$ cat config.mk
export PLATFORM = sky130hd
export DESIGN_NAME = rmq_sqrt
export DESIGN_NICKNAME = d
export VERILOG_FILES = /design/src/sv/rmq_sqrt.sv
export SDC_FILE = /design/constraint.sdc
export NUM_CORES = 2
export LEC_CHECK = 0
export BUFFER_PORTS_ARGS = -buffer_cell sky130_fd_sc_hd__buf_2
export CAP_MARGIN = 10
export CORE_MARGIN = 3
export CORE_UTILIZATION = 60
export DETAILED_ROUTE_END_ITERATION = 10
export PLACE_DENSITY = 0.76
export RECOVER_POWER = 25
export SYNTH_ARGS = -nofsm -noshare
export SYNTH_HDL_FRONTEND = slang
export SYNTH_SLANG_ARGS = --single-unit
$ cat constraint.sdc
create_clock -name clk_i -period 7.5 [get_ports clk_i]
set_input_delay 0.75 -clock clk_i [delete_from_list [all_inputs] [get_ports clk_i]]
set_output_delay 0.75 -clock clk_i [all_outputs]
set_load 0.01 [all_outputs]
$ cat src/sv/rmq_sqrt.sv
// ----------------------------------------------------------------------------
// rmq_sqrt: pipelined integer square root
// Digit-by-digit root, one result bit per register stage, with a sideband
// that travels alongside each beat.
// ----------------------------------------------------------------------------
module rmq_sqrt #(
  parameter int unsigned VW  = 48,
  parameter int unsigned SBW = 8
) (
  input  logic              clk_i,
  input  logic              rst_ni,
  input  logic              en_i,
  input  logic              valid_i,
  input  logic [VW-1:0]     v_i,
  input  logic [SBW-1:0]    sb_i,
  output logic              valid_o,
  output logic [VW/2-1:0]   root_o,
  output logic [SBW-1:0]    sb_o
);

  localparam int unsigned RtW = VW / 2;
  localparam int unsigned RmW = RtW + 2;

  logic [VW-1:0]  v_q     [RtW];
  logic [RmW-1:0] rem_q   [RtW];
  logic [RtW-1:0] res_q   [RtW];
  logic [SBW-1:0] sb_q    [RtW];
  logic           valid_q [RtW];

  for (genvar k = 0; k < RtW; k++) begin : g_stage
    logic [VW-1:0]  v_in;
    logic [RmW-1:0] rem_in;
    logic [RtW-1:0] res_in;
    logic [SBW-1:0] sb_in;
    logic           valid_in;
    logic [RmW-1:0] rem_sh;
    logic [RmW-1:0] trial;
    logic           ge;

    if (k == 0) begin : g_first
      assign v_in     = v_i;
      assign rem_in   = '0;
      assign res_in   = '0;
      assign sb_in    = sb_i;
      assign valid_in = valid_i;
    end else begin : g_next
      assign v_in     = v_q[k-1];
      assign rem_in   = rem_q[k-1];
      assign res_in   = res_q[k-1];
      assign sb_in    = sb_q[k-1];
      assign valid_in = valid_q[k-1];
    end

    assign rem_sh = {rem_in[RmW-3:0], v_in[VW-1 -: 2]};
    assign trial  = {res_in, 2'b01};
    assign ge     = (rem_sh >= trial);

    always_ff @(posedge clk_i or negedge rst_ni) begin
      if (!rst_ni) begin
        valid_q[k] <= 1'b0;
      end else if (en_i) begin
        valid_q[k] <= valid_in;
      end
    end

    always_ff @(posedge clk_i) begin
      if (en_i) begin
        v_q[k]   <= v_in << 2;
        rem_q[k] <= ge ? (rem_sh - trial) : rem_sh;
        res_q[k] <= {res_in[RtW-2:0], ge};
        sb_q[k]  <= sb_in;
      end
    end
  end

  assign valid_o = valid_q[RtW-1];
  assign root_o  = res_q[RtW-1];
  assign sb_o    = sb_q[RtW-1];

endmodule

* Yosys cells after proc, flatten, opt, wreduce, memory -nomap -nowiden *
Memories as Yosys holds them, arrays and structs flattened.
Cells that the tools add are included.

operators by class
  muxes and demuxes = 26
  $lt $le $gt $ge = 24
  $add $sub $neg = 24

operator list
  kind                                                                                  number
  26-bit two-way mux                                                                    24
  26-bit greater-or-equal comparator                                                    23
  26-bit subtractor                                                                     23
  2-bit by 1-bit subtractor with 3-bit output (second input constant)                   1
  2-bit by 1-bit greater-or-equal comparator with 1-bit output (second input constant)  1
  1-bit two-way mux                                                                     2

storage, ports and cells
  bits in registers = 24
  word-level logic and storage cells = 102
  bits of input ports = 60
  memory bits (writable) = 2496
  memories kept = 4

memory list
  memory  depth  width  read ports  clocked after memory_dff  wr ports  line  text
  v_q     24     46     23          0                         24        24    logic [VW-1:0] v_q [RtW];
  rem_q   24     26     23          0                         24        25    logic [RmW-1:0] rem_q [RtW];
  res_q   24     24     24          0                         24        26    logic [RtW-1:0] res_q [RtW];
  sb_q    24     8      24          0                         24        27    logic [SBW-1:0] sb_q [RtW];

* Logic depth before layout (Yosys ltp) *
An unclocked memory read counts as a cell.

  depth after elaboration = 3
  mapped depth = 13
  gate-level depth less buffers = 12

* Least setup slack after synthesis *
No wires, ideal clock.

  path kind = register -> register
  start point = memory rem_q[2][130] in the netlist's numbering
  end point = memory rem_q[2][173] in the netlist's numbering (data pin)
  cell stages (with the launch flop) = 13
  setup slack = 4.268 ns
  data required time = 7.238 ns
  arrival = 2.970 ns
  period minus slack after synthesis = 3.232 ns
  path through = edfxtp_1 > ha_1 > nor2b_1 > o31a_1 > o31a_1 > a2111oi_4 > o221ai_2 > a21o_1 > a31oi_1 > o21a_1 > buf_4 > buf_6 > mux2_1

RTL lines
  element          line
  start, declared  25

==> flow_summary.ini <==
[worst_setup_path]
cp-end-kind = flop
crit_chain = ha_1 > nor2b_1 > o31a_1 > o31a_1 > a2111oi_4 > o221ai_2 > a21o_1 > a31oi_1 > o21a_1 > buf_8 > mux2_2
reg2reg_depth = 11
worstReg2RegStart = rem_q[2][130]
crit_slowest_cell = o21a_1
cp-startpoint = rem_q[2][130]
crit_buf_inv = 1
endpoint = rem_q[2][162]
worstSetupPathType = reg2reg
crit_arrival_ps = 4580
r2r_slack_ps = 3430
cp_common_cell = o31a_1
crit_cells = 11
cp_data_required_time_ps = 8000
slowest_delay_ps = 610
critPathMaxFanout = 14
critPathTopFamily = compound AO/OA/AOI/OAI gates
startpoint_type = flop
rr_endpoint = rem_q[2][162]

[clock_network]
cts_tree = done
cts_inserted_buffers = 160
cts-root-buf = clkbuf_16
clkTransAtPathRegs_ps = 60
cts_sinks = 1590
clock_latency_ps = 760
ctsLongestPathBuffers = 3
htree_levels = 4

[timing]
hold_violations = 0
layout_min_cycle_time_ps = 4074
max-slew-margin-rel = 0.1378
finalClockSkew_ps = 42.94
period_share = 0.5432
fmax_mhz = 245.5
rsz0062_at_grt = false
tightest_slew_ps = 1293
slew_violations = 0
setup_viol = 0
fin_tns_setup_ps = 0

[die]
boundaryPins = 93
die_h_um = 346.7
dieArea_sq_um = 120200
rows = 124
core_area_sq_um = 114800
dieWidth_um = 346.7
start_util = 0.6067

[layout]
drive_above_1_share = 0.08460
num_antenna_cells = 0
fin_util = 0.6723
n_fill_cell = 7966
final_nets = 5576
syn2layout_area_growth_pct = 10.83
regArea_sq_um = 47630
final_cells = 6831
multiInputGateArea_sq_um = 20220

[routing]
first_pass_iters = 5
dr_total_vias = 38516
dr.max_layer_used = met4
viasPerCell = 5.638
wl_met2_um = 57500
met1_length_um = 50730
met3_length_um = 4945
totalWireLength_um = 116800
dr.first_iter.drc_count = 3010
route.detailed.drc = 0
antenna_left = 0
post_drt_wl_per_cell_um = 17.09

[grt]
grt_start_max_net_pins = 209
grt_use_total = 0.1957
gr-total-overflow = 0
grt_pass1_wl_um = 191700
antenna_found_initial = 0
grt_pass1_vias = 38135

[power]
powerDensity_nw_per_um2 = 302.1
irDropWorstVdd_mv = 0.2282
p_leak_nw = 29.49

[hold_path]
worstHoldPathCells = 1
min-delay-path-class = in2reg

[job]
cap_viol_max_count = 0

[synthesis]
synth_edf_count = 1566
netlist_area_sq_um = 69650
ys_ff_latch = 1590
ys_seq_area_frac = 0.6838
synth.avg_cell_area_sq_um = 13.96
async_reset_ff_frac = 0.01509
syn_inst = 4989
synth_cell_types = 86
ys_warn_count = 0
syn_nets = 5374
synth_ff_type = edfxtp_1

[placement]
hpwl_um = 79530
place_inst = 6539
place.gp.congestion = 0.9001
port_buffers = 92

[status]
status = finished clean
[layer usage]
metal	global-route usage	up-vias
met1	0.2608	18507
met4	0.07270	0
met2	0.3304	832
met5	0	-
li1	-	18928
met3	0.02838	249
[stage by stage]
stage | cell area (sq um) | power [W] | setup slack [ps] | hold slack (ps)
after floorplan | 69650 | 0.01457 | 4268 | 400.3
after CTS | 77180 | 0.02354 | 3227 | 78.74
after detailed placement | 71980 | 0.01571 | 3282 | 404.5
after global placement | 71980 | 0.01556 | 3368 | 400.2
after global routing | 77190 | 0.02449 | 3214 | 112.1
final | 77190 | 0.02332 | 3426 | 156.0
[power by group]
| part | switching (W) | internal (W) | leakage [nW] |
|---|---|---|---|
| clock network | 0.00324 | 0.00450 | 2.51 |
| logic | 0.00217 | 0.00170 | 11.6 |
| registers | 0.000598 | 0.0111 | 15.3 |
[final cells by class]
type / instances / share of cell area
Sequential cell: 1590 / 0.6170
Multi-Input combinational cell: 2924 / 0.2619
Clock buffer: 204 / 0.05484
Tap cell: 1512 / 0.02451
Inverter: 394 / 0.01916
Clock inverter: 86 / 0.01238
Timing Repair Buffer: 121 / 0.01021
[worst reg2reg max path, delay by kind of cell, from the launching register on]
kind,cells,cell delay (ps)
muxes,1,360
adders and majority gates,1,380
DFF,1,400
and+or+nand+nor,1,170
AOI/OAI and AO/OA,7,2260
buffers and inverters,1,250
[repair_timing]
| item | in CTS | in global routing |
|---|---|---|
| setup buffers | 0 | 0 |
| resized for setup | 0 | 0 |
| hold endpoints to repair | 24 | 0 |
| hold buffers | 1 | 0 |
| endpoints found under the setup margin | 0 | 0 |
[flip-flops by register name, indices dropped and copies added (netlist names)]
register          count
g_stage.valid_in     23
rem_q               522
res_q               300
sb_q                192
v_q                 552
valid_o               1
[synthesized netlist by cell type (12+ instances only)]
cell type	n	share of area
or4_1	24	0.0026
o21bai_1	25	0.0027
nor4_1	61	0.0055
mux2_2	73	0.012
inv_1	391	0.021
nand3_1	78	0.0056
nand4_1	56	0.0050
dfrtp_1	24	0.0086
nand2b_1	58	0.0052
and3_1	21	0.0019
xor2_1	191	0.024
nand2_1	316	0.017
o21ai_0	236	0.017
o21a_1	61	0.0066
a21o_1	97	0.010
o31ai_1	25	0.0027
a31oi_1	32	0.0029
or3_1	34	0.0031
o211ai_1	17	0.0018
a21oi_1	301	0.022
nand4b_1	15	0.0019
or2_2	12	0.0011
xnor2_1	229	0.029
nor3_1	94	0.0068
edfxtp_1	1566	0.68
ha_1	325	0.058
mux2_1	17	0.0027
nor2_1	297	0.016
nor2b_1	57	0.0051
clkbuf_1	59	0.0032
[kinds of logic (layout without fill, tap and decap cells)]
group / count (synthesis) / count (layout) / share of synthesized area
flip-flops: 1590 / 1590 / 0.6838
AND/OR/NAND/NOR: 1185 / 1185 / 0.08431
AO/OA/AOI/OAI: 898 / 898 / 0.07931
buffers and inverters: 475 / 805 / 0.02608
XOR/XNOR: 420 / 420 / 0.05281
adder cells (fa/ha/maj): 325 / 325 / 0.05838
multiplexers: 95 / 95 / 0.01527
other: 1 / 1 / 0.00005384
[worst min path at each step]
stage | from | endpoint | slack [ps]
2_1_floorplan | sb_q[0][2] | sb_q[0][10] | 400
3_3_place_gp | v_q[1][18] | v_q[1][66] | 400
3_5_place_dp | sb_q[0][15] | sb_q[0][23] | 400
4_1_cts | v_i[40] | v_q[0][40] | 80
5_1_grt | v_i[32] | v_q[0][32] | 110
6_report | v_i[40] | v_q[0][40] | 160
[layout by cell type (no fill, tap or decap), drive strengths merged, types with 12 or more instances in the layout]
master / n
edfxtp: 1566
inv: 395
ha: 325
nand2: 316
a21oi: 301
nor2: 297
o21ai: 239
xnor2: 229
clkbuf: 206
xor2: 191
buf: 118
a21o: 97
nor3: 96
mux2: 90
nand3: 79
clkinv: 67
nor4: 63
o21a: 61
nand2b: 58
nor2b: 57
nand4: 56
or3: 34
a31oi: 32
o21bai: 25
o31ai: 25
or4: 25
dfrtp: 24
and3: 21
o211ai: 18
nand4b: 15
bufinv: 14
or2: 12
a211oi: 12
Note: power is estimated with default switching activity, not from simulation.
